<file path="src/hdl/gtwr_pkg.sv">
// shared types and constants of the greedy time-weighted route builder
// no dependencies; imported by every module of the block but gtwr_ram

package gtwr_pkg;

	// defaults for the top-level parameters
	localparam int MAX_NODES_DEF  = 32;
	localparam int MAX_TRUCKS_DEF = 8;
	localparam int DIST_BITS_DEF  = 16;

	// fixed field widths
	localparam int CMD_W   = 2;
	localparam int ROW_W   = 5;
	localparam int VAL_W   = 16;
	localparam int ID_W    = 6;
	localparam int NCNT_W  = 6;
	localparam int TCNT_W  = 4;
	localparam int PACE_W  = 16;
	localparam int CFG_IDX_W  = 2;
	localparam int CFG_DATA_W = 16;

	// input item commands
	localparam logic [CMD_W-1:0] CMD_LOAD_NODE = 2'd0;
	localparam logic [CMD_W-1:0] CMD_LOAD_DIST = 2'd1;
	localparam logic [CMD_W-1:0] CMD_START     = 2'd2;

	// configuration register indexes
	localparam logic [CFG_IDX_W-1:0] CFG_NODE_COUNT  = 2'd0;
	localparam logic [CFG_IDX_W-1:0] CFG_TRUCK_COUNT = 2'd1;
	localparam logic [CFG_IDX_W-1:0] CFG_DEPOT_NODE  = 2'd2;
	localparam logic [CFG_IDX_W-1:0] CFG_PACE        = 2'd3;

	// configuration reset values
	localparam logic [NCNT_W-1:0] NODE_COUNT_RST  = 6'd32;
	localparam logic [TCNT_W-1:0] TRUCK_COUNT_RST = 4'd1;
	localparam logic [NCNT_W-1:0] DEPOT_NODE_RST  = 6'd1;
	localparam logic [PACE_W-1:0] PACE_RST        = 16'd256;

	// what an emitted item carries
	typedef logic [1:0] emit_sel_t;
	localparam emit_sel_t EMIT_DEPOT = 2'd0;
	localparam emit_sel_t EMIT_BEST  = 2'd1;
	localparam emit_sel_t EMIT_SEP   = 2'd2;
	localparam emit_sel_t EMIT_EMPTY = 2'd3;

	// controller to datapath
	typedef struct packed {
		logic             load_node;
		logic             load_dist;
		logic             start;
		logic             issue;
		logic             clear_best;
		logic             emit;
		emit_sel_t        emit_sel;
		logic             emit_last;
		logic [ID_W-1:0]  depot_id;
	} dp_cmd_t;

	// datapath to controller
	typedef struct packed {
		logic pipe_busy;
		logic found;
		logic out_free;
	} dp_status_t;

endpackage

</file>
<file path="src/hdl/gtwr_cfg.sv">
// configuration register bank of the route builder
// depends on gtwr_pkg

module gtwr_cfg import gtwr_pkg::*; (
	input  logic                  clk,
	input  logic                  arst_n,
	input  logic                  cfg_valid,
	output logic                  cfg_ready,
	input  logic [CFG_IDX_W-1:0]  cfg_index,
	input  logic [CFG_DATA_W-1:0] cfg_data,
	output logic [NCNT_W-1:0]     node_count,
	output logic [TCNT_W-1:0]     truck_count,
	output logic [NCNT_W-1:0]     depot_node,
	output logic [PACE_W-1:0]     pace
);

	logic [NCNT_W-1:0] node_count_q;
	logic [TCNT_W-1:0] truck_count_q;
	logic [NCNT_W-1:0] depot_node_q;
	logic [PACE_W-1:0] pace_q;

	assign cfg_ready = 1'b1;

	always_ff @(posedge clk or negedge arst_n) begin
		if (!arst_n) begin
			node_count_q  <= NODE_COUNT_RST;
			truck_count_q <= TRUCK_COUNT_RST;
			depot_node_q  <= DEPOT_NODE_RST;
			pace_q        <= PACE_RST;
		end else if (cfg_valid) begin
			unique case (cfg_index)
				CFG_NODE_COUNT:  node_count_q  <= cfg_data[NCNT_W-1:0];
				CFG_TRUCK_COUNT: truck_count_q <= cfg_data[TCNT_W-1:0];
				CFG_DEPOT_NODE:  depot_node_q  <= cfg_data[NCNT_W-1:0];
				CFG_PACE:        pace_q        <= cfg_data[PACE_W-1:0];
				default: ;
			endcase
		end
	end

	assign node_count  = node_count_q;
	assign truck_count = truck_count_q;
	assign depot_node  = depot_node_q;
	assign pace        = pace_q;

endmodule

</file>
<file path="config.mk">
export PLATFORM = sky130hd
export DESIGN_NAME = gtwr_cfg
export DESIGN_NICKNAME = d
export VERILOG_FILES = /design/src/hdl/gtwr_pkg.sv /design/src/hdl/gtwr_cfg.sv
export SDC_FILE = /design/constraint.sdc
export NUM_CORES = 1
export LEC_CHECK = 0
export BUFFER_PORTS_ARGS = -buffer_cell sky130_fd_sc_hd__buf_2
export CORE_UTILIZATION = 49
export DETAILED_ROUTE_END_ITERATION = 10
export GPL_TIMING_DRIVEN = 0
export PLACE_DENSITY_LB_ADDON = 0.08
export SETUP_SLACK_MARGIN = 0.4
export SYNTH_ARGS = -nofsm -noshare
export SYNTH_HDL_FRONTEND = slang
export SYNTH_SLANG_ARGS = --single-unit
</file>
<file path="constraint.sdc">
create_clock -name clk -period 2.1 [get_ports clk]
set_input_delay 0.105 -clock clk [delete_from_list [all_inputs] [get_ports clk]]
set_output_delay 0.105 -clock clk [all_outputs]
set_load 0.05 [all_outputs]
</file>
# Word-level counts from Yosys, hierarchy flattened
# Index checks and enable logic that the tools add are counted.
[op_classes] n_eq_ne=3 n_reduce_logical=5
[ops] cell="AND reduction 2 bit" count=4
[ops] cell="== test 2 bit (second input constant)" count=2
[ops] cell="== test 2 x 1 -> 1 bit (second input constant)" count=1
[ops] cell="zero test 2 bit" count=1
[totals] reg_bits=32 inputBits=21 output_inout_bits=33 word_cells=12

# Depth between registers and ports, before layout
[logic_depth] ltp_word=2 ltp_mapped=3

# Worst setup path after synthesis
# OpenSTA, ideal clock, no wires.
[synth_timing] path_kind="register to register" start="register, netlist name depot_node[1]" end="register depot_node_q[1] (netlist: depot_node[1])" setup_ns=0.125 arrival_ns=0.866 required_ns=1.975 setup_slack_ns=1.110 stages_incl_launch_ff=2 period_less_slack_ns=0.990 cell_sequence="dfrtp_1 mux2_2"
[synth_rtl] item="to (signal assigned)" line_no="gtwr_cfg.sv:34" source="CFG_DEPOT_NODE: depot_node_q <= cfg_data[NCNT_W-1:0];"
[synth_rtl] item="to (decl)" line_no="gtwr_cfg.sv:19" source="logic [NCNT_W-1:0] depot_node_q;"

# Final worst setup path
[layout_timing] start="register depot_node_q[0] (netlist: depot_node[0])" end="output port depot_node[0]"
[layout_rtl] item="to (decl)" line_no="gtwr_cfg.sv:13" source="output logic [NCNT_W-1:0] depot_node,"
# No word-level cell between the ends.

==> flow_summary.json <==
{
  "status": "complete, no violations",
  "num_vias": 819,
  "hold_buffers": 7,
  "critPathKind": "register to output port",
  "grt_pass1_wl_mm": 3.76,
  "viasPerCell": 4.93,
  "reg2reg_slack_ns": 1.33,
  "die_x_um": 52.0,
  "cts_made_buffers": 5,
  "rsz0062_at_grt": "no",
  "worst_slack_ns": 0.875,
  "cts.sinks": 32,
  "syn_area_um2": 1230,
  "post_cts_buffers": 0,
  "dp_slack_ns": 0.845,
  "antenna_found_initial": 0,
  "r2r-end": "pace[10]",
  "worstHoldPathType": "input pin to register",
  "nNetsFinal": 158,
  "core-area_um2": 2280,
  "ys_ff_latch": 32,
  "whs_endpoint": "pace[7]",
  "grt-ovfl-total": 0,
  "vdd_drop_max_mv": 0.701,
  "finalCritPeriodShare_pct": 58.3,
  "crit_fanout": 2,
  "rows": 17,
  "yosysUniqueCellTypes": 9,
  "relSlewSlack_pct": 54.4,
  "whs_path_depth": 2,
  "drt_pass1_iterations": 3,
  "postSynthCellCount": 71,
  "clk_latency_ns": 0.33,
  "worst_pin_slew_ns": 0.685,
  "gp_congestion": 0.620,
  "grt_pass1_vias": 858,
  "drt-total-wl_mm": 2.31,
  "syn2layout_area_growth_pct": 34.8,
  "cts.repair.resized": 0,
  "cp_top_family": "flip-flops",
  "cp-start-kind": "register",
  "cp_slowest_stage_delay_ns": 0.54,
  "ff2ff_path_depth": 1,
  "r2r-start": "pace[10]",
  "n_fill_cell": 176,
  "worst_ep_required_time_ns": 2.00,
  "critPathBufInv": 1,
  "worstHoldStart": "cfg_data[7]",
  "drt-initial-drc-count": 13,
  "seqCellArea_um2": 806,
  "fin_crit_ns": 1.23,
  "yosysSeqAreaShare_pct": 65.7,
  "path_clk_slew_ns": 0.10,
  "drive_gt1_share_pct": 72.5,
  "crit_arrival_ns": 1.12,
  "die_h_um": 52.0,
  "cp-end-kind": "output port",
  "num_antenna_cells": 0,
  "synth_nets": 92,
  "setup-tns-final_ns": 0,
  "start_util_pct": 53.9,
  "leakagePower_nw": 0.805,
  "finalHoldViolations": 0,
  "slew_viol_final": 0,
  "grt_max_degree": 33,
  "ios": 54,
  "worstPathCellList": "buf_2",
  "fin_skew_ns": 0,
  "dp.final_hpwl_mm": 1.57,
  "ys_warn_count": 0,
  "synth_area_per_cell_um2": 17.3,
  "cts_root_buf": "clkbuf_4",
  "power_density_nw_per_um2": 1140,
  "whs_ns": 0.0171,
  "max_cap_violations": 0,
  "clock_path_buffers": 2,
  "track_usage_pct": 20.6,
  "ant_nets": 0,
  "tritoncts": "yes",
  "port_buffers": 52,
  "die_area_um2": 2710,
  "multi_input_area_um2": 402,
  "cts_htree_levels": 2,
  "slowest_stage": "dfstp_2",
  "drt-wirelength-per-cell_um": 13.9,
  "setup_viol": 0,
  "fmax_ghz": 0.816,
  "drc": 0
}
-- per-stage QoR --
step	total power [mW]	instances	cell area, um^2	util (%)
final	1.89	166	1650	72.6
after global routing	1.97	166	1650	72.6
after CTS	1.91	166	1650	72.6
after detailed placement	1.53	151	1520	66.8
after global placement	1.52	151	1520	66.8
after floorplan	1.35	71	1230	-
-- synthesized netlist by cell type --
cell type	instances	area (um^2)
mux2_2	32	360
dfstp_2	4	105
buf_6	1	11.3
dfrtp_1	28	701
nand3_2	1	10.0
nor3b_2	1	12.5
conb_1	1	3.75
nand3b_1	2	15.0
buf_4	1	7.51
-- layout by cell type, fill, tap and decap left out --
master / n
nor3b_2: 1
buf_2: 52
nand3b_1: 2
nand3_2: 1
clkinv_2: 2
dfrtp_1: 28
buf_4: 1
clkbuf_8: 1
mux2_2: 32
dfstp_2: 4
buf_6: 1
clkbuf_4: 5
dlygate4sd3_1: 7
conb_1: 1
-- power breakdown --
group	internal, mW	switching [mW]	leakage (nW)	total (mW)
clock network	0.159	0.202	0.0380	0.361
registers	0.742	0.0524	0.373	0.795
logic	0.196	0.534	0.394	0.730
total	1.10	0.789	0.805	1.89
-- cells by family after synthesis --
logic type    after synthesis  share of synthesized area (%)
flops                      32                           65.7
simple gates                4                           3.06
buf+inv                     2                           1.53
mux                        32                           29.4
other cells                 1                          0.306
-- worst max path at each step --
stage,depth (start not counted),startpoint,end
finish,1,depot_node[0],depot_node[0]
detailed placement,3,cfg_index[1],node_count[3]
CTS,1,depot_node[0],depot_node[0]
global placement,3,cfg_index[1],node_count[4]
floorplan,1,depot_node[1],depot_node[1]
global route,1,truck_count[0],truck_count[0]
-- cell type report --
class / instances / area share (%)
flip-flops and latches: 32 / 48.8
clock inverters: 2 / 0.606
repair buffers: 59 / 20.0
plain buffers: 2 / 1.14
well taps: 28 / 2.12
clock buffers: 6 / 3.10
multi-input cells: 37 / 24.3
-- state kept, by name (all words and copies together) (netlist names) --
name         count
depot_node       6
node_count       6
pace            16
truck_count      4
-- routing by layer --
layer	up-vias	track usage, %	wire length, um
met4	0	12.2	34
met2	35	32.1	1140
met5	-	0	0
li1	387	-	-
met1	393	24.7	967
met3	4	6.73	168
Power figures use the tool's default switching activity.
