--- config.mk ---
export PLATFORM = sky130hd
export DESIGN_NAME = gtwr_ctrl
export DESIGN_NICKNAME = d
export VERILOG_FILES = /design/src/hdl/gtwr_pkg.sv /design/src/hdl/gtwr_ctrl.sv
export SDC_FILE = /design/constraint.sdc
export NUM_CORES = 1
export LEC_CHECK = 0
export BUFFER_PORTS_ARGS = -buffer_cell sky130_fd_sc_hd__clkbuf_2
export CAP_MARGIN = 20
export CORE_UTILIZATION = 57
export DETAILED_ROUTE_END_ITERATION = 8
export PLACE_DENSITY = 0.82
export SLEW_MARGIN = 20
export SYNTH_ARGS = -nofsm -noshare
export SYNTH_HDL_FRONTEND = slang
export SYNTH_SLANG_ARGS = --single-unit
export TNS_END_PERCENT = 50
--- constraint.sdc ---
create_clock -name clk -period 6.1 [get_ports clk]
set_input_delay 0.61 -clock clk [delete_from_list [all_inputs] [get_ports clk]]
set_output_delay 0.61 -clock clk [all_outputs]
set_load 0.1 [all_outputs]
--- src/hdl/gtwr_pkg.sv ---
// shared types and constants of the greedy time-weighted route builder
// no dependencies; imported by every module of the block but gtwr_ram

package gtwr_pkg;

	// defaults for the top-level parameters
	localparam int MAX_NODES_DEF  = 32;
	localparam int MAX_TRUCKS_DEF = 8;
	localparam int DIST_BITS_DEF  = 16;

	// fixed field widths
	localparam int CMD_W   = 2;
	localparam int ROW_W   = 5;
	localparam int VAL_W   = 16;
	localparam int ID_W    = 6;
	localparam int NCNT_W  = 6;
	localparam int TCNT_W  = 4;
	localparam int PACE_W  = 16;
	localparam int CFG_IDX_W  = 2;
	localparam int CFG_DATA_W = 16;

	// input item commands
	localparam logic [CMD_W-1:0] CMD_LOAD_NODE = 2'd0;
	localparam logic [CMD_W-1:0] CMD_LOAD_DIST = 2'd1;
	localparam logic [CMD_W-1:0] CMD_START     = 2'd2;

	// configuration register indexes
	localparam logic [CFG_IDX_W-1:0] CFG_NODE_COUNT  = 2'd0;
	localparam logic [CFG_IDX_W-1:0] CFG_TRUCK_COUNT = 2'd1;
	localparam logic [CFG_IDX_W-1:0] CFG_DEPOT_NODE  = 2'd2;
	localparam logic [CFG_IDX_W-1:0] CFG_PACE        = 2'd3;

	// configuration reset values
	localparam logic [NCNT_W-1:0] NODE_COUNT_RST  = 6'd32;
	localparam logic [TCNT_W-1:0] TRUCK_COUNT_RST = 4'd1;
	localparam logic [NCNT_W-1:0] DEPOT_NODE_RST  = 6'd1;
	localparam logic [PACE_W-1:0] PACE_RST        = 16'd256;

	// what an emitted item carries
	typedef logic [1:0] emit_sel_t;
	localparam emit_sel_t EMIT_DEPOT = 2'd0;
	localparam emit_sel_t EMIT_BEST  = 2'd1;
	localparam emit_sel_t EMIT_SEP   = 2'd2;
	localparam emit_sel_t EMIT_EMPTY = 2'd3;

	// controller to datapath
	typedef struct packed {
		logic             load_node;
		logic             load_dist;
		logic             start;
		logic             issue;
		logic             clear_best;
		logic             emit;
		emit_sel_t        emit_sel;
		logic             emit_last;
		logic [ID_W-1:0]  depot_id;
	} dp_cmd_t;

	// datapath to controller
	typedef struct packed {
		logic pipe_busy;
		logic found;
		logic out_free;
	} dp_status_t;

endpackage

--- src/hdl/gtwr_ctrl.sv ---
// controller of the route builder: command decode, scan sequencing, item emission order
// depends on gtwr_pkg

module gtwr_ctrl import gtwr_pkg::*; #(
	parameter int MAX_NODES  = MAX_NODES_DEF,
	parameter int MAX_TRUCKS = MAX_TRUCKS_DEF,
	parameter int NODE_W     = $clog2(MAX_NODES)
) (
	input  logic              clk,
	input  logic              arst_n,
	input  logic              in_valid,
	output logic              in_ready,
	input  logic [CMD_W-1:0]  in_cmd,
	input  logic [NCNT_W-1:0] node_count,
	input  logic [TCNT_W-1:0] truck_count,
	input  logic [NCNT_W-1:0] depot_node,
	input  dp_status_t        status,
	output dp_cmd_t           cmd,
	output logic [NODE_W-1:0] issue_idx,
	output logic [NODE_W-1:0] start_idx
);

	localparam int CNT_W = $clog2(MAX_NODES + 1);
	localparam int TRK_W = $clog2(MAX_TRUCKS + 1);

	localparam logic [2:0] ST_IDLE = 3'd0;
	localparam logic [2:0] ST_SCAN = 3'd1;
	localparam logic [2:0] ST_HEAD = 3'd2;
	localparam logic [2:0] ST_NODE = 3'd3;
	localparam logic [2:0] ST_TAIL = 3'd4;
	localparam logic [2:0] ST_SEP  = 3'd5;
	localparam logic [2:0] ST_NONE = 3'd6;

	logic [2:0]       state_q, state_d;
	logic [CNT_W-1:0] n_q, n_d, n_clamp;
	logic [TRK_W-1:0] trucks_q, trucks_d, trk_clamp;
	logic [CNT_W-1:0] depot_q, depot_d, depot_clamp;
	logic [CNT_W-1:0] scan_cnt_q, scan_cnt_d;
	logic [TRK_W-1:0] sep_cnt_q, sep_cnt_d;
	logic             any_q, any_d;
	logic             accept, scan_done, one_truck;

	// clamp the registers to what the stores hold
	always_comb begin
		if (32'(node_count) > MAX_NODES) begin
			n_clamp = CNT_W'(MAX_NODES);
		end else begin
			n_clamp = CNT_W'(node_count);
		end
		if (32'(truck_count) > MAX_TRUCKS) begin
			trk_clamp = TRK_W'(MAX_TRUCKS);
		end else begin
			trk_clamp = TRK_W'(truck_count);
		end
		if (depot_node == '0) begin
			depot_clamp = CNT_W'(1);
		end else if (32'(depot_node) > MAX_NODES) begin
			depot_clamp = CNT_W'(MAX_NODES);
		end else begin
			depot_clamp = CNT_W'(depot_node);
		end
	end

	assign in_ready  = (state_q == ST_IDLE);
	assign accept    = in_valid & in_ready;
	assign scan_done = (scan_cnt_q >= n_q) && !status.pipe_busy;
	assign one_truck = (trucks_q <= TRK_W'(1));
	assign issue_idx = scan_cnt_q[NODE_W-1:0];
	assign start_idx = NODE_W'(depot_clamp - CNT_W'(1));

	always_comb begin
		state_d    = state_q;
		n_d        = n_q;
		trucks_d   = trucks_q;
		depot_d    = depot_q;
		scan_cnt_d = scan_cnt_q;
		sep_cnt_d  = sep_cnt_q;
		any_d      = any_q;

		cmd            = '0;
		cmd.emit_sel   = EMIT_SEP;
		cmd.depot_id   = ID_W'(depot_q);

		unique case (state_q)
			ST_IDLE: begin
				if (accept) begin
					unique case (in_cmd)
						CMD_LOAD_NODE: cmd.load_node = 1'b1;
						CMD_LOAD_DIST: cmd.load_dist = 1'b1;
						CMD_START: begin
							cmd.start      = 1'b1;
							cmd.clear_best = 1'b1;
							n_d        = n_clamp;
							trucks_d   = trk_clamp;
							depot_d    = depot_clamp;
							scan_cnt_d = '0;
							any_d      = 1'b0;
							// no trucks: nothing to build, only the empty marker
							state_d    = (trk_clamp == '0) ? ST_NONE : ST_SCAN;
						end
						default: ;
					endcase
				end
			end
			ST_SCAN: begin
				if (scan_cnt_q < n_q) begin
					cmd.issue  = 1'b1;
					scan_cnt_d = scan_cnt_q + CNT_W'(1);
				end else if (scan_done) begin
					if (status.found) begin
						state_d = any_q ? ST_NODE : ST_HEAD;
					end else if (any_q) begin
						state_d = ST_TAIL;
					end else if (one_truck) begin
						state_d = ST_NONE;
					end else begin
						sep_cnt_d = trucks_q - TRK_W'(1);
						state_d   = ST_SEP;
					end
				end
			end
			ST_HEAD: begin
				// depot opens the route once a first node is known
				if (status.out_free) begin
					cmd.emit     = 1'b1;
					cmd.emit_sel = EMIT_DEPOT;
					state_d      = ST_NODE;
				end
			end
			ST_NODE: begin
				if (status.out_free) begin
					cmd.emit       = 1'b1;
					cmd.emit_sel   = EMIT_BEST;
					cmd.clear_best = 1'b1;
					any_d          = 1'b1;
					scan_cnt_d     = '0;
					state_d        = ST_SCAN;
				end
			end
			ST_TAIL: begin
				if (status.out_free) begin
					cmd.emit      = 1'b1;
					cmd.emit_sel  = EMIT_DEPOT;
					cmd.emit_last = one_truck;
					sep_cnt_d     = trucks_q - TRK_W'(1);
					state_d       = one_truck ? ST_IDLE : ST_SEP;
				end
			end
			ST_SEP: begin
				if (status.out_free) begin
					cmd.emit      = 1'b1;
					cmd.emit_sel  = EMIT_SEP;
					cmd.emit_last = (sep_cnt_q == TRK_W'(1));
					sep_cnt_d     = sep_cnt_q - TRK_W'(1);
					if (sep_cnt_q == TRK_W'(1)) begin
						state_d = ST_IDLE;
					end
				end
			end
			ST_NONE: begin
				if (status.out_free) begin
					cmd.emit      = 1'b1;
					cmd.emit_sel  = EMIT_EMPTY;
					cmd.emit_last = 1'b1;
					state_d       = ST_IDLE;
				end
			end
			default: state_d = ST_IDLE;
		endcase
	end

	always_ff @(posedge clk or negedge arst_n) begin
		if (!arst_n) begin
			state_q    <= ST_IDLE;
			n_q        <= '0;
			trucks_q   <= '0;
			depot_q    <= '0;
			scan_cnt_q <= '0;
			sep_cnt_q  <= '0;
			any_q      <= 1'b0;
		end else begin
			state_q    <= state_d;
			n_q        <= n_d;
			trucks_q   <= trucks_d;
			depot_q    <= depot_d;
			scan_cnt_q <= scan_cnt_d;
			sep_cnt_q  <= sep_cnt_d;
			any_q      <= any_d;
		end
	end

endmodule

Word-level counts from Yosys, hierarchy flattened. Index checks and enable logic that the tools add are counted.

Input bits: 24. Register bits: 30.

Muxes and demuxes: 54. Order comparisons: 6. Reduce and logical (&&, ||, !) cells: 14. Add/sub/neg operators: 4. Equal/unequal tests: 23. Bitwise gates (word level): 1.

Operators by type and width (count): two-way mux 3 bit (16); two-way mux 4 bit (12); two-way mux 6 bit (7); inequality test 2 bit, second input constant (12); one-hot mux 3 bit (7 select lines) (1); one-hot mux 6 bit (3 select lines) (1); one-hot mux 3 bit (5 select lines) (1); > comparator 6 bit, second input constant (2); one-hot mux 4 bit (3 select lines) (1); two-way mux 1 bit (10); AND reduction 10 bit (1); == test 3 bit, second input constant (3); AND reduction 8 bit (1); subtractor 4 x 1 -> 4 bit, second input constant (2); adder 6 x 1 -> 6 bit, second input constant (1); == test 3 x 2 -> 1 bit, second input constant (2); >= comparator 6 bit (1); logical NOT 6 bit (1); < comparator 6 bit (1); nonzero test 3 bit (2); AND reduction 5 bit (1); subtractor 5 x 1 -> 5 bit, second input constant (1); == test 4 x 1 -> 1 bit, second input constant (1); > comparator 4 bit, second input constant (1); 17 further kinds (20).

Longest topological paths before layout.
Depth after elaboration: 7. Gate-level depth with buffers: 8. Depth with buffers taken out: 7.

Least setup slack after synthesis. Ideal clock, no wire load.

Path type: flip-flop to output port. Start point: register state_q[2]. End point: output port cmd[13] (netlist bit). Slack: 1.589 ns. Arrival: 3.901 ns. Buffers on the path: 1. Stages on the path, launching flop included: 6. Data required time: 5.490 ns. Cells stage by stage: dfrtp_1 > buf_6 > or3_4 > inv_1 > nand2_1 > nor3b_1.

RTL lines: from (decl) (line gtwr_ctrl.sv:34) `logic [2:0] state_q, state_d;`; from (signal assigned) (line gtwr_ctrl.sv:182) `state_q <= state_d;`; to (decl) (line gtwr_ctrl.sv:18) `output dp_cmd_t cmd,`.

==> results.md <==
- Worst-path clk slew: 0.10 ns
- Post-Syn Nets: 270
- Mux cell area share after synthesis: 3.41%
- Layout cells sized above 1: 23.8%
- CP Cell Sequence: or3_4 > or2_1 > inv_2 > clkbuf_2
- Total track usage: 23.9%
- Maximum clock insertion buffer count: 2
- Clock Skews: 0.00795 ns
- CTS tree: yes
- Crit start category: flip-flop
- Vias in the first global route: 1540
- Worst skew pair latency: 0.34 ns
- Vias/cell: 5.54
- Endpoint class of the critical path: primary output
- Worst hold path type: in -> async
- CP Data Arrival Time: 2.68 ns
- Synth async-reset ratio: 100%
- # IOs: 50
- Critical Path RT: 5.49 ns
- Post-synth top cells: dfrtp_1 (30), nand2_1 (28), nor2_1 (20), o21ai_0 (19), inv_1 (15)
- Antenna violations before repair: 0
- Endpoints failing hold: 0
- DIE HEIGHT: 61.5 um
- Final setup viols: 0
- Max incr delay on CP: 0.59 ns
- Core Rows: 21
- Final wirelength: 4110 um
- Post-Synth XOR/XNOR Area: 2.17%
- Slew @ Worst Pin: 0.741 ns
- Final min period: 3.29 ns
- Drt initial violations: 120
- Largest area contributor in the netlist: dfrtp_1
- Synth top area share: 37.2%
- Pin count of the biggest net entering global routing: 31
- Syn_area_per_cell: 8.62 sq um
- Worst Path Max Fanout: 19
- Post-synth EDFFs: 0
- Die Footprint: 3780 sq um
- Root Driver: clkbuf_4
- Synth top area cells: dfrtp_1 (37%), ha_1 (7.4%), nand2_1 (5.2%), o21ai_0 (4.7%), nor2_1 (3.7%)
- Pre-Repair DR Iteration Count: 4
- Seq/Total Area, Yosys: 37.2%
- Crit path kind: reg -> out
- Worst setup path startpoint: state_q[2]
- Count of pins over their slew limit: 0
- CP delay by family, top: simple AND/OR/NAND/NOR gates
- Buffers on Ports: 49
- #FFs+latches synth: 30
- Hpwl dp: 3030 um
- Most used DFF post-synth: dfrtp_1
- First-pass GRT wire length: 6580 um
- Fmax: 0.304 GHz
- RSZ-0062 raised after global routing: false
- Final Net Count: 312
- Reg2reg start: scan_cnt_q[5]
- Cells after Synth: 234
- Cts repair resizes: 0
- Dpl cells: 315
- Via count: 1789
- Hold buffers post-CTS: 0
- Synth Area in Compound Gates: 16.2%
- Antenna diodes: 0
- Clock H-tree levels: 2
- Synth unique cells: 51
- Slowest cell on the critical path: dfrtp_1
- Final Cycle Share: 53.9%
- Adder-cell share of the synthesized area: 7.44%
- Most frequent cell after synthesis: dfrtp_1
- GPL Wtd Cong: 0.869
- Slew margin rel.: 50.6%
- Simple-Gate Fraction of Synth Area: 25.8%
- Setup repair bufs after CTS: 0
- Status: finished, final reports clean
- Bufs and invs on worst path: 2
- Initial cell density of the core: 60.0%
- Total grt overflow: 0
- Main combinational cell family by area after synthesis: simple AND/OR/NAND/NOR gates
- Area Growth Syn to Fin: 13.2%
- Max-Cap Viols: 0
- Ys Warns: 0
- Die Width: 61.5 um
- Netlist Area Pre-Place: 2020 sq um
- Core area: 3360 sq um
- CTS Buf Count: 5
- Non-Filler Instances: 323
- Clk sink count: 30
- DRC viols: 0
- Setup TNS: 0 ns
- Antenna Nets Post-Route: 0
- Routed length per instance: 12.7 um
## path summary, 6_finish.rpt
check	to	slack [ns]	cells after the start
worst min register to register	depot_q[0]	0.49	2
max in group asynchronous	depot_q[4]	5.32	1
min in group clk	depot_q[0]	0.49	2
worst max-delay path	cmd[12]	2.81	4
worst max register to register	state_q[1]	3.89	6
worst min-delay path	state_q[2]	0.31	1
## cell usage in the layout, fill, tap and decap left out, types with 2 or more instances in the layout
cell type and instances:
clkbuf_2 49, clkbuf_4 5, nor3_1 8, nand3b_1 9, nor2_1 20, inv_1 15
dfrtp_1 30, o21a_1 2, nand3_1 5, a21oi_1 10, xor2_1 2, nand2b_1 8
ha_1 12, a2bb2oi_1 2, o21ai_0 19, mux2i_1 2, nand4_1 2, a211oi_1 2
xnor2_1 3, nor3b_1 4, nor4_1 4, a21o_1 2, o21bai_1 2, nor2b_1 3
mux2_2 3, nand2_1 28
## final cells by class
| cell class | count | area [sq um] |
|---|---|---|
| Fill cell | 322 | 1080 |
| Sequential cell | 30 | 751 |
| Clock buffer | 7 | 55.1 |
| Multi-Input combinational cell | 174 | 1110 |
| Timing Repair Buffer | 49 | 245 |
| Clock inverter | 1 | 5.00 |
| Inverter | 16 | 60.1 |
| Tap cell | 46 | 57.6 |
## kinds of logic after synthesis
| family | Yosys count |
|---|---|
| AOI/OAI and AO/OA | 51 |
| xor gates and xnor gates | 5 |
| adders and majority gates | 12 |
| buffers and inverters | 30 |
| DFF | 30 |
| muxes | 6 |
| and+or+nand+nor | 100 |
## sequential cells by signal, indices dropped and copies added, names as in the netlist
signal      cells
state_q         3
scan_cnt_q      6
depot_q         6
trucks_q        4
sep_cnt_q       4
any_q           1
n_q             6
## stage by stage
step	worst slack (ns)	hold WS [ns]	util (%)	cell area [sq um]
4_1_cts	2.81	0.338	67.9	2280
5_1_grt	2.67	0.377	67.9	2280
2_1_floorplan	1.59	0.314	-	2020
3_3_place_gp	3.24	0.464	66.1	2220
3_5_place_dp	3.18	0.467	66.1	2220
6_report	2.81	0.309	67.9	2280
## layer usage
| metal | global-route usage, % | vias to the layer above | part of all wire (%) |
|---|---|---|---|
| li1 | - | 901 | - |
| met1 | 29.1 | 847 | 44 |
| met2 | 41.0 | 35 | 51 |
| met3 | 4.83 | 6 | 3.5 |
| met4 | 10.5 | 0 | 1.2 |
| met5 | 0 | - | 0 |
Power is left out: the tool's default activity adds up to more than one toggle a clock period on the data nets, which glitch-free logic cannot reach.
